**config.mk**
```make
export PLATFORM = sky130hd
export DESIGN_NAME = bucket_name_validator_unit
export DESIGN_NICKNAME = d
export VERILOG_FILES = /design/src/rtl/core/bnv_pkg.sv /design/src/rtl/core/bucket_name_validator_unit.sv
export SDC_FILE = /design/constraint.sdc
export NUM_CORES = 1
export LEC_CHECK = 0
export ABC_CLOCK_PERIOD_IN_PS = 5400
export BUFFER_PORTS_ARGS = -buffer_cell sky130_fd_sc_hd__buf_2
export CAP_MARGIN = 20
export CORE_MARGIN = 4
export CORE_UTILIZATION = 52
export DETAILED_ROUTE_END_ITERATION = 8
export PLACE_DENSITY = 0.83
export SLEW_MARGIN = 15
export SYNTH_ARGS = -nofsm -noshare
export SYNTH_HDL_FRONTEND = slang
export SYNTH_SLANG_ARGS = --single-unit
```
**constraint.sdc**
```tcl
create_clock -name clk -period 5.4 [get_ports clk]
set_input_delay 1.08 -clock clk [delete_from_list [all_inputs] [get_ports clk]]
set_output_delay 1.08 -clock clk [all_outputs]
set_load 0.01 [all_outputs]
```
**src/rtl/core/bnv_pkg.sv**
```systemverilog
// Shared types and constants for the bucket name validator.
`default_nettype none

package bnv_pkg;

    localparam int CHAR_W     = 8;
    localparam int LENGTH_W   = 8;
    localparam int STATUS_W   = 3;
    localparam int OUT_DATA_W = 8;
    localparam int APB_ADDR_W = 3;
    localparam int APB_DATA_W = 32;

    localparam logic [LENGTH_W-1:0] LONG_NAME_LIMIT = 8'd255;
    localparam logic [LENGTH_W-1:0] HOST_NAME_LIMIT = 8'd63;
    localparam logic [LENGTH_W-1:0] MIN_NAME_LENGTH = 8'd3;

    localparam logic [CHAR_W-1:0] CHAR_UNDERSCORE = 8'h5F;
    localparam logic [CHAR_W-1:0] CHAR_DASH       = 8'h2D;
    localparam logic [CHAR_W-1:0] CHAR_DOT        = 8'h2E;
    localparam logic [CHAR_W-1:0] CHAR_DIGIT_LO   = 8'h30;
    localparam logic [CHAR_W-1:0] CHAR_DIGIT_HI   = 8'h39;
    localparam logic [CHAR_W-1:0] CHAR_UPPER_LO   = 8'h41;
    localparam logic [CHAR_W-1:0] CHAR_UPPER_HI   = 8'h5A;
    localparam logic [CHAR_W-1:0] CHAR_LOWER_LO   = 8'h61;
    localparam logic [CHAR_W-1:0] CHAR_LOWER_HI   = 8'h7A;

    // Register index taken from paddr[2].
    localparam logic REG_VIRTUAL_HOST_MODE = 1'b0;

    typedef enum logic [STATUS_W-1:0] {
        ST_OK            = 3'd0,
        ST_TOO_LONG      = 3'd1,
        ST_BAD_FIRST     = 3'd2,
        ST_BAD_CHAR      = 3'd3,
        ST_BAD_SEQ       = 3'd4,
        ST_TOO_SHORT     = 3'd5,
        ST_DOTTED_DIGITS = 3'd6
    } status_t;

endpackage

`default_nettype wire

```
**src/rtl/core/bucket_name_validator_unit.sv**
```systemverilog
// Top level of the bucket name validator: input stage, rule checks and result stage.
`default_nettype none

// The block checks a bucket name that arrives one character per request and
// returns one status request when the name ends (tlast or the empty-name flag in
// tuser). A character is taken into an input register, checked against the
// naming rules in the following cycle and, if it ends the name, its status
// is placed in the result register once that register is free, so a name
// character can be accepted in every cycle while the result register is free.
// The per-name state update is a single register loop, which sets the
// sustained rate of one character per cycle, held only by a full result stage.
// The virtual_host_mode register at byte address 0 selects the 63 character
// limit and the stricter rules; the user must write it only while no name is
// in progress, and the block itself does not enforce this.
module bucket_name_validator_unit
    import bnv_pkg::*;
(
    input  wire                     clk,
    input  wire                     rst_n,

    input  wire                     s_axis_tvalid,
    output logic                    s_axis_tready,
    input  wire  [CHAR_W-1:0]       s_axis_tdata,   // [7:0] char_code
    input  wire                     s_axis_tlast,
    input  wire                     s_axis_tuser,   // [0] empty_name

    output logic                    m_axis_tvalid,
    input  wire                     m_axis_tready,
    output logic [OUT_DATA_W-1:0]   m_axis_tdata,   // [2:0] status, [7:3] zero

    input  wire                     psel,
    input  wire                     penable,
    input  wire                     pwrite,
    input  wire  [APB_ADDR_W-1:0]   paddr,
    input  wire  [APB_DATA_W-1:0]   pwdata,
    output logic [APB_DATA_W-1:0]   prdata,
    output logic                    pready
);

    logic                   mode_reg;

    logic                   in_valid_reg;
    logic [CHAR_W-1:0]      char_reg;
    logic                   last_reg;
    logic                   empty_reg;

    logic [LENGTH_W-1:0]    name_length_reg, name_length_next;
    logic                   dot_seen_reg, dot_seen_next;
    logic                   non_digit_reg, non_digit_next;
    logic                   prev_dot_reg, prev_dot_next;
    logic                   prev_dash_reg, prev_dash_next;
    status_t                latched_reg, latched_next;

    logic                   out_valid_reg;
    status_t                out_status_reg;
    status_t                out_status_next;

    logic                   ends_name;
    logic                   out_free;
    logic                   advance;
    logic                   cfg_write;

    logic [LENGTH_W-1:0]    limit;
    logic                   is_alpha, is_digit, is_dot, is_dash, is_under;
    status_t                char_error;
    logic                   char_taken;

    // Configuration port.
    assign pready    = 1'b1;
    assign cfg_write = psel && penable && pwrite && pready;
    assign prdata    = (paddr[2] == REG_VIRTUAL_HOST_MODE)
                       ? {{(APB_DATA_W-1){1'b0}}, mode_reg} : '0;

    always_ff @(posedge clk or negedge rst_n)
    begin
        if (!rst_n)
        begin
            mode_reg <= 1'b0;
        end
        else if (cfg_write && (paddr[2] == REG_VIRTUAL_HOST_MODE))
        begin
            mode_reg <= pwdata[0];
        end
    end

    // Handshake between the two stages.
    assign ends_name     = last_reg || empty_reg;
    assign out_free      = !out_valid_reg || m_axis_tready;
    assign advance       = in_valid_reg && (!ends_name || out_free);
    assign s_axis_tready = !in_valid_reg || advance;

    always_ff @(posedge clk or negedge rst_n)
    begin
        if (!rst_n)
        begin
            in_valid_reg <= 1'b0;
        end
        else if (s_axis_tready)
        begin
            in_valid_reg <= s_axis_tvalid;
        end
    end

    always_ff @(posedge clk)
    begin
        if (s_axis_tready && s_axis_tvalid)
        begin
            char_reg  <= s_axis_tdata;
            last_reg  <= s_axis_tlast;
            empty_reg <= s_axis_tuser;
        end
    end

    // Character classes and the per-character rule check.
    always_comb
    begin
        limit    = mode_reg ? HOST_NAME_LIMIT : LONG_NAME_LIMIT;
        is_alpha = ((char_reg >= CHAR_UPPER_LO) && (char_reg <= CHAR_UPPER_HI))
                || ((char_reg >= CHAR_LOWER_LO) && (char_reg <= CHAR_LOWER_HI));
        is_digit = (char_reg >= CHAR_DIGIT_LO) && (char_reg <= CHAR_DIGIT_HI);
        is_dot   = (char_reg == CHAR_DOT);
        is_dash  = (char_reg == CHAR_DASH);
        is_under = (char_reg == CHAR_UNDERSCORE);

        if (name_length_reg >= limit)
        begin
            char_error = ST_TOO_LONG;
        end
        else if (is_alpha || is_digit)
        begin
            char_error = ST_OK;
        end
        else if (name_length_reg == '0)
        begin
            char_error = ST_BAD_FIRST;
        end
        else if (is_under)
        begin
            char_error = mode_reg ? ST_BAD_CHAR : ST_OK;
        end
        else if (is_dash)
        begin
            char_error = (mode_reg && prev_dot_reg) ? ST_BAD_SEQ : ST_OK;
        end
        else if (is_dot)
        begin
            char_error = (mode_reg && prev_dash_reg) ? ST_BAD_SEQ : ST_OK;
        end
        else
        begin
            char_error = ST_BAD_CHAR;
        end
    end

    always_comb
    begin
        char_taken       = !empty_reg && (latched_reg == ST_OK) && (char_error == ST_OK);
        name_length_next = name_length_reg;
        dot_seen_next    = dot_seen_reg;
        non_digit_next   = non_digit_reg;
        prev_dot_next    = prev_dot_reg;
        prev_dash_next   = prev_dash_reg;
        latched_next     = latched_reg;

        if (!empty_reg && (latched_reg == ST_OK))
        begin
            latched_next = char_error;
        end
        if (char_taken)
        begin
            name_length_next = name_length_reg + 1'b1;
            dot_seen_next    = dot_seen_reg || is_dot;
            non_digit_next   = non_digit_reg || is_alpha || is_under || is_dash;
            prev_dot_next    = is_dot;
            prev_dash_next   = is_dash;
        end

        if (latched_next != ST_OK)
        begin
            out_status_next = latched_next;
        end
        else if (name_length_next < MIN_NAME_LENGTH)
        begin
            out_status_next = ST_TOO_SHORT;
        end
        else if (dot_seen_next && !non_digit_next)
        begin
            out_status_next = ST_DOTTED_DIGITS;
        end
        else
        begin
            out_status_next = ST_OK;
        end
    end

    always_ff @(posedge clk or negedge rst_n)
    begin
        if (!rst_n)
        begin
            name_length_reg <= '0;
            dot_seen_reg    <= 1'b0;
            non_digit_reg   <= 1'b0;
            prev_dot_reg    <= 1'b0;
            prev_dash_reg   <= 1'b0;
            latched_reg     <= ST_OK;
        end
        else if (advance)
        begin
            if (ends_name)
            begin
                name_length_reg <= '0;
                dot_seen_reg    <= 1'b0;
                non_digit_reg   <= 1'b0;
                prev_dot_reg    <= 1'b0;
                prev_dash_reg   <= 1'b0;
                latched_reg     <= ST_OK;
            end
            else
            begin
                name_length_reg <= name_length_next;
                dot_seen_reg    <= dot_seen_next;
                non_digit_reg   <= non_digit_next;
                prev_dot_reg    <= prev_dot_next;
                prev_dash_reg   <= prev_dash_next;
                latched_reg     <= latched_next;
            end
        end
    end

    // Result register.
    always_ff @(posedge clk or negedge rst_n)
    begin
        if (!rst_n)
        begin
            out_valid_reg <= 1'b0;
        end
        else if (out_free)
        begin
            out_valid_reg <= advance && ends_name;
        end
    end

    always_ff @(posedge clk)
    begin
        if (out_free && advance && ends_name)
        begin
            out_status_reg <= out_status_next;
        end
    end

    assign m_axis_tvalid = out_valid_reg;
    assign m_axis_tdata  = {{(OUT_DATA_W-STATUS_W){1'b0}}, out_status_reg};

    // The state is cleared after every request that ends a name.
    assert property (@(posedge clk) disable iff (!rst_n)
        (advance && ends_name) |=> (name_length_reg == '0) && (latched_reg == ST_OK))
    else $error("name state not cleared after end of name");

    // Once an error is latched, the length count stops moving within the name.
    assert property (@(posedge clk) disable iff (!rst_n)
        ((latched_reg != ST_OK) && !(advance && ends_name)) |=> $stable(name_length_reg))
    else $error("length count changed after a latched error");

    // A request that ends a name never advances while the result register is held.
    assert property (@(posedge clk) disable iff (!rst_n)
        (advance && ends_name) |-> out_free)
    else $error("result register overwritten while stalled");

    // The input side stalls only while the input register holds a request.
    assert property (@(posedge clk) disable iff (!rst_n)
        !s_axis_tready |-> in_valid_reg)
    else $error("input stalled with an empty input register");

    // In virtual-host mode the length count never grows past the shorter limit.
    assert property (@(posedge clk) disable iff (!rst_n)
        (latched_reg == ST_OK && mode_reg && $stable(mode_reg) && $past(mode_reg))
        |-> (name_length_reg <= HOST_NAME_LIMIT) || ($past(name_length_reg) > HOST_NAME_LIMIT)
            || ($past(latched_reg) != ST_OK))
    else $error("length count grew past the virtual-host limit");

endmodule

`default_nettype wire

```
==> impl_metrics.csv, run 1 <==
group,metric,value,unit
worst_setup_path,slowest_stage,"nor4_1",
clock_network,insertion_delay,290,ps
synthesis,avgSynthCellArea,9.69,um2
synthesis,synth-seq-cells,31,
synthesis,yosys.area.top_type,"dfrtp_1",
grt,grt_pass1_wl,7130,um
worst_setup_path,timing.rr.start,"latched_reg[1]",
die,boundaryPins,95,
timing,slew_viol_final,0,
worst_setup_path,crit_chain,"nor4_1 -> o211ai_1 -> a31o_4 -> a31oi_4 -> a211oi_1 -> o2bb2ai_2 -> o21ai_1",
clock_network,cts_max_level,2,
synthesis,synth_edf_count,13,
synthesis,synthFlopType,"dfrtp_1",
detailed_routing,via_count,1688,
final_layout,n_antenna_cell,0,
min_path,hold_depth,2,
detailed_routing,via_per_inst,5.57,
grt,grt_antenna_before_repair,0,
final_layout,fin_area,0.00231,mm2
worst_setup_path,reg2reg_depth,7,
clock_network,cts_buffers,5,
detailed_routing,wirelength,4310,um
worst_setup_path,r2r_slack,2500,ps
synthesis,synth_top_area_share,20.1,%
placement,place.gp.congestion,0.870,
timing,rsz0062_at_grt,"false",
die,fp.dieArea,0.00542,mm2
grt,track_usage,17.1,%
synthesis,synth_area,0.00224,mm2
synthesis,yosys.cell_types.count,64,
pwr,cellPowerDensity,238,mW/mm2
grt,grt_max_degree,19,
min_path,hold_path_class,"register to register",
detailed_routing,drtIter0Drc,198,
die,std_cell_rows,23,
timing,fin_crit_sh,53.6,%
timing,relSlewSlack,41.7,%
timing,finalSetupViolations,0,
die,initial_core_util,54.8,%
clock_network,cts_setup_buffers,0,
die,die_height,73.6,um
synthesis,synth_common_cells,"37 x buf_4, 18 x dfrtp_1, 15 x nand2_1, 13 x edfxtp_1, 13 x o21ai_1",
timing,fin_crit,2900,ps
timing,finalSetupTns,0,ps
synthesis,ys_seq_area_share,37.6,%
worst_setup_path,critical_path_arrival,2930,ps
clock_network,cts_hold_buf,0,
final_layout,layout.nets,308,
worst_setup_path,critPathLaunchType,"register",
worst_setup_path,worstPathMaxFanout,12,
placement,dpl.hpwl,3320,um
grt,met3_usage,4.38,%
die,fp.dieW,73.6,um
final_layout,drive_above_1_share,21.3,%
final_layout,nFillCells,364,
worst_setup_path,critPathKind,"register to register",
timing,fin_ws,2500,ps
min_path,worstHoldEndpoint,"dot_seen_reg",
clock_network,cts_tree,"built",
grt,grt.overflow.total,0,
synthesis,ys_warn_count,0,
worst_setup_path,crit_required,5430,ps
clock_network,clock_sinks,31,
min_path,hold_path_startpoint,"dot_seen_reg",
detailed_routing,wl_per_cell,14.2,um
timing,finalHoldViolCount,0,
die,core-area,0.00409,mm2
timing,worstMarginPinSlew,867,ps
grt,grt_use_met1,21.1,%
grt,grt_pass1_vias,1615,
placement,place_area,0.00222,mm2
worst_setup_path,end_kind,"register",
clock_network,root_buffer,"clkbuf_8",
synthesis,yosys-top-cells-area,"dfrtp_1 20%, edfxtp_1 17%, buf_4 12%",
detailed_routing,dr.pass1.iters,4,
worst_setup_path,cpPeakStageDelay,720,ps
clock_network,cts_buffer_depth,2,
pwr,ir_worst_vdd,0.000185,V
timing,fin_skew,4.57,ps
worst_setup_path,worstPathBufferInverterCount,0,
grt,grt_use_met2,28.5,%
run,max_cap_violations,0,
synthesis,async_flop_share,58.1,%
clock_network,clkSlewWorstSetupHoldPaths,70,ps
placement,port-buffer-count,24,
synthesis,syn-instance-count,231,
detailed_routing,drc_errors,0,
detailed_routing,ant_nets,0,
synthesis,synth.most_common_cell,"buf_4",
grt,grt_busiest_layer,"met2",
worst_setup_path,path_delay_family,"compound AO/OA/AOI/OAI gates",
timing,max_freq,0.345,GHz
clock_network,cts-resized-gates,0,
placement,place_ws,2550,ps
final_layout,syn_to_final_growth,3.30,%
worst_setup_path,rr_endpoint,"out_status_reg[0]",
pwr,p_leak,0.000944,uW
final_layout,multi_input_area,0.00118,mm2
final_layout,seqCellArea,841,um2
status,status,"finished clean",
worst max path at each step:
stage | start | endpoint | slack [ps] | depth (start not counted)
after CTS | empty_reg | out_status_reg[0] | 2530 | 7
after floorplan | char_reg[7] | out_status_reg[1] | 2860 | 8
after detailed placement | empty_reg | out_status_reg[0] | 2550 | 7
after global placement | latched_reg[1] | out_status_reg[0] | 2620 | 7
final | latched_reg[1] | out_status_reg[0] | 2500 | 7
after global routing | empty_reg | out_status_reg[0] | 2370 | 7
per-stage QoR:
stage / hold WS (ps) / total power (uW) / instances / util [%]
after floorplan: 454 / 370 / 266 / -
after global placement: 480 / 373 / 295 / 54.4
after detailed placement: 490 / 375 / 295 / 54.4
after CTS: 505 / 554 / 303 / 56.6
after global routing: 542 / 583 / 303 / 56.6
final: 501 / 551 / 303 / 56.6
worst reg2reg max path: cells and delay by family, from the launching register on:
family	cells	cell delay (ps)
AND/OR/NAND/NOR	1	730
AO/OA/AOI/OAI	6	1450
flip-flops	1	460
layer usage:
metal | wire length, um | share of wire, %
met3 | 332 | 7.7
met5 | 0 | 0
met2 | 2170 | 50
met1 | 1690 | 39
met4 | 114 | 2.6
kinds of logic after synthesis:
family / count (synthesis) / share of synthesized area (%)
buf+inv: 50 / 15.7
simple gates: 79 / 20.3
mux: 1 / 0.503
flops: 31 / 37.6
xor+xnor: 2 / 0.783
other cells: 2 / 0.336
fa+ha+maj: 4 / 2.24
compound gates: 62 / 22.6
area by class of cell:
| class | count | area share (%) |
|---|---|---|
| multi-input combinational | 185 | 50.9 |
| tap | 50 | 2.71 |
| inverter | 4 | 0.649 |
| clock inverter | 3 | 0.866 |
| timing repair buffer | 25 | 5.52 |
| sequential | 31 | 36.4 |
| clock buffer | 5 | 2.98 |
cell usage in the layout, fill, tap and decap left out, types with 2 or more instances in the layout:
master	synthesis	routed
nor3_1	7	7
a21boi_0	2	2
nand4b_1	2	2
nor4_1	3	3
clkbuf_8	0	5
buf_2	2	24
edfxtp_1	13	13
clkinvlp_4	0	2
conb_1	2	37
o31ai_1	3	3
nand3b_1	3	3
nand2_1	15	15
inv_1	4	4
nand4_1	4	4
and2_1	2	2
nor2_1	12	12
nand3_1	7	7
o21ai_1	13	13
o21ai_0	6	6
o211ai_1	2	2
or4_4	2	2
ha_1	4	4
a211oi_1	2	2
dfrtp_1	18	18
nor2b_1	5	5
xnor2_1	2	2
nand2b_1	5	5
nor3_2	2	2
a21oi_1	11	11
power breakdown:
group / switching, uW / internal, uW
Sequential: 13.5 / 262
Combinational: 61.1 / 35.7
Clock: 89.3 / 89.4
Power figures use the tool's default switching activity.
==> run 2, diff against run 1 <==
ABC_CLOCK_PERIOD_IN_PS = 2600   (was 5400)
CORE_UTILIZATION = 44   (was 52)
PLACE_DENSITY = 0.75   (was 0.83)
clock period = 2.6 ns   (was 5.4 ns; I/O delays follow)
==> run 2 against run 1 <==
Net effect: power grew 110%; clock skew up 0.99 ps; global-route usage down 1.9 points; non-clock buffer count increased by 25.
==> impl_metrics.csv, run 2 (same netlist as run 1, synthesis figures left out) <==
group,metric,value,unit
timing,finalSetupTns,0,ps
final_layout,syn_to_final_growth,14.9,%
worst_setup_path,worstPathMaxFanout,8,
grt,grt_antenna_before_repair,0,
timing,fin_crit_sh,98.7,%
clock_network,cts_buffer_depth,2,
worst_setup_path,critPathKind,"register to register",
detailed_routing,top_layer_used,"met4",
clock_network,cts_tree,"built",
clock_network,clock_sinks,31,
detailed_routing,wl_per_cell,13.5,um
worst_setup_path,crit_required,2630,ps
die,core-area,0.00482,mm2
min_path,hold_path_class,"input port to async pin",
worst_setup_path,timing.rr.start,"char_reg[5]",
status,status,"finished clean",
grt,grt.overflow.total,0,
grt,grt_pass1_wl,7490,um
clock_network,cts_max_level,2,
detailed_routing,drc_errors,0,
die,fp.dieArea,0.00629,mm2
detailed_routing,via_per_inst,5.21,
clock_network,cts_hold_buf,0,
pwr,cellPowerDensity,458,mW/mm2
timing,worstMarginPinSlew,646,ps
pwr,p_leak,0.00109,uW
timing,finalHoldViolCount,0,
clock_network,root_buffer,"clkbuf_8",
final_layout,fin_area,0.00257,mm2
placement,place_area,0.00237,mm2
die,fp.dieW,79.3,um
detailed_routing,via_count,1797,
timing,slew_viol_final,0,
final_layout,multi_input_area,0.00122,mm2
final_layout,final_cell_mix,"37 x conb_1, 25 x buf_4, 24 x buf_2, 17 x dfrtp_1, 15 x nand2_1",
placement,port-buffer-count,24,
die,die_height,79.3,um
grt,grt_max_degree,19,
timing,relSlewSlack,56.6,%
final_layout,drive_above_1_share,30.2,%
final_layout,seqCellArea,842,um2
die,std_cell_rows,25,
detailed_routing,met3_wirelength,347,um
grt,grt_pass1_vias,1659,
detailed_routing,ant_nets,0,
worst_setup_path,end_kind,"register",
placement,dpl.hpwl,3490,um
die,boundaryPins,95,
worst_setup_path,critPathLaunchType,"register",
worst_setup_path,critical_path_arrival,2590,ps
run,max_cap_violations,0,
final_layout,layout.nets,333,
timing,hold_slack,164,ps
grt,track_usage,15.2,%
placement,place_inst,329,
worst_setup_path,startpoint,"char_reg[5]",
detailed_routing,wirelength,4650,um
detailed_routing,m1WireLength,1870,um
detailed_routing,drtIter0Drc,112,
timing,finalSetupViolations,0,
die,initial_core_util,46.5,%
final_layout,final-instance-count-excl-fill,345,
timing,fin_crit,2570,ps
timing,fin_skew,5.55,ps
final_layout,n_antenna_cell,0,
final_layout,final_common_cell,"conb_1",
placement,place.gp.congestion,0.850,
timing,rsz0062_at_grt,"true",
clock_network,insertion_delay,290,ps
clock_network,cts_buffers,5,
final_layout,nFillCells,451,
timing,max_freq,0.390,GHz
detailed_routing,routed-wl-met2,2360,um
pwr,ir_worst_vdd,0.000305,V
detailed_routing,dr.pass1.iters,4,
clock_network,clkSlewWorstSetupHoldPaths,70,ps
## run 2: area by class of cell
cell class              instances  area share (%)
flip-flops and latches         31            32.7
repair buffers                 50            12.4
inverters                       4           0.584
multi-input cells             185            47.6
clock buffers                   5            2.68
clock inverters                 3           0.778
well taps                      67            3.26
## run 2: report_power, final
part           leakage (uW)  internal (uW)  switching, uW
logic              0.000677           94.1            139
clock network     0.0000402            186            191
registers          0.000368            543           24.4
total               0.00109            823            354
## run 2: path summary, 6_finish.rpt
path / to / slack [ps] / depth (start not counted)
max: out_status_reg[1] / 30 / 7
min: name_length_reg[5] / 160 / 1
min in group clk: char_reg[6] / 410 / 1
min reg2reg: prev_dot_reg / 490 / 2
max in group asynchronous: name_length_reg[1] / 2110 / 1
max reg2reg: out_status_reg[1] / 30 / 7
## run 2: timing repair
item	CTS	global route
setup buffers	0	8
setup endpoints to repair	0	4
resized for setup	0	9
## run 2: metrics by stage
step,setup WS (ps),total power (uW),util (%)
after global placement,70.2,788,49.2
after global routing,-39.6,1240,53.4
final,34.7,1180,53.4
after CTS,39.7,1170,51.1
after detailed placement,45.1,793,49.2
after floorplan,59.5,768,-
## run 2: critical path, cell delays in order, from the launching register on
cell       delay [ps]
edfxtp_1          400
nand3b_1          220
or4_4             560
a21bo_4           260
and3_4            230
a211o_2           320
o2bb2ai_2         150
a2bb2oi_1         160
## run 2: layer usage
metal  track usage [%]  vias up
li1                  -      872
met1              17.7      849
met2              26.9       66
met3              4.20       10
met4              5.33        0
met5                 0        -
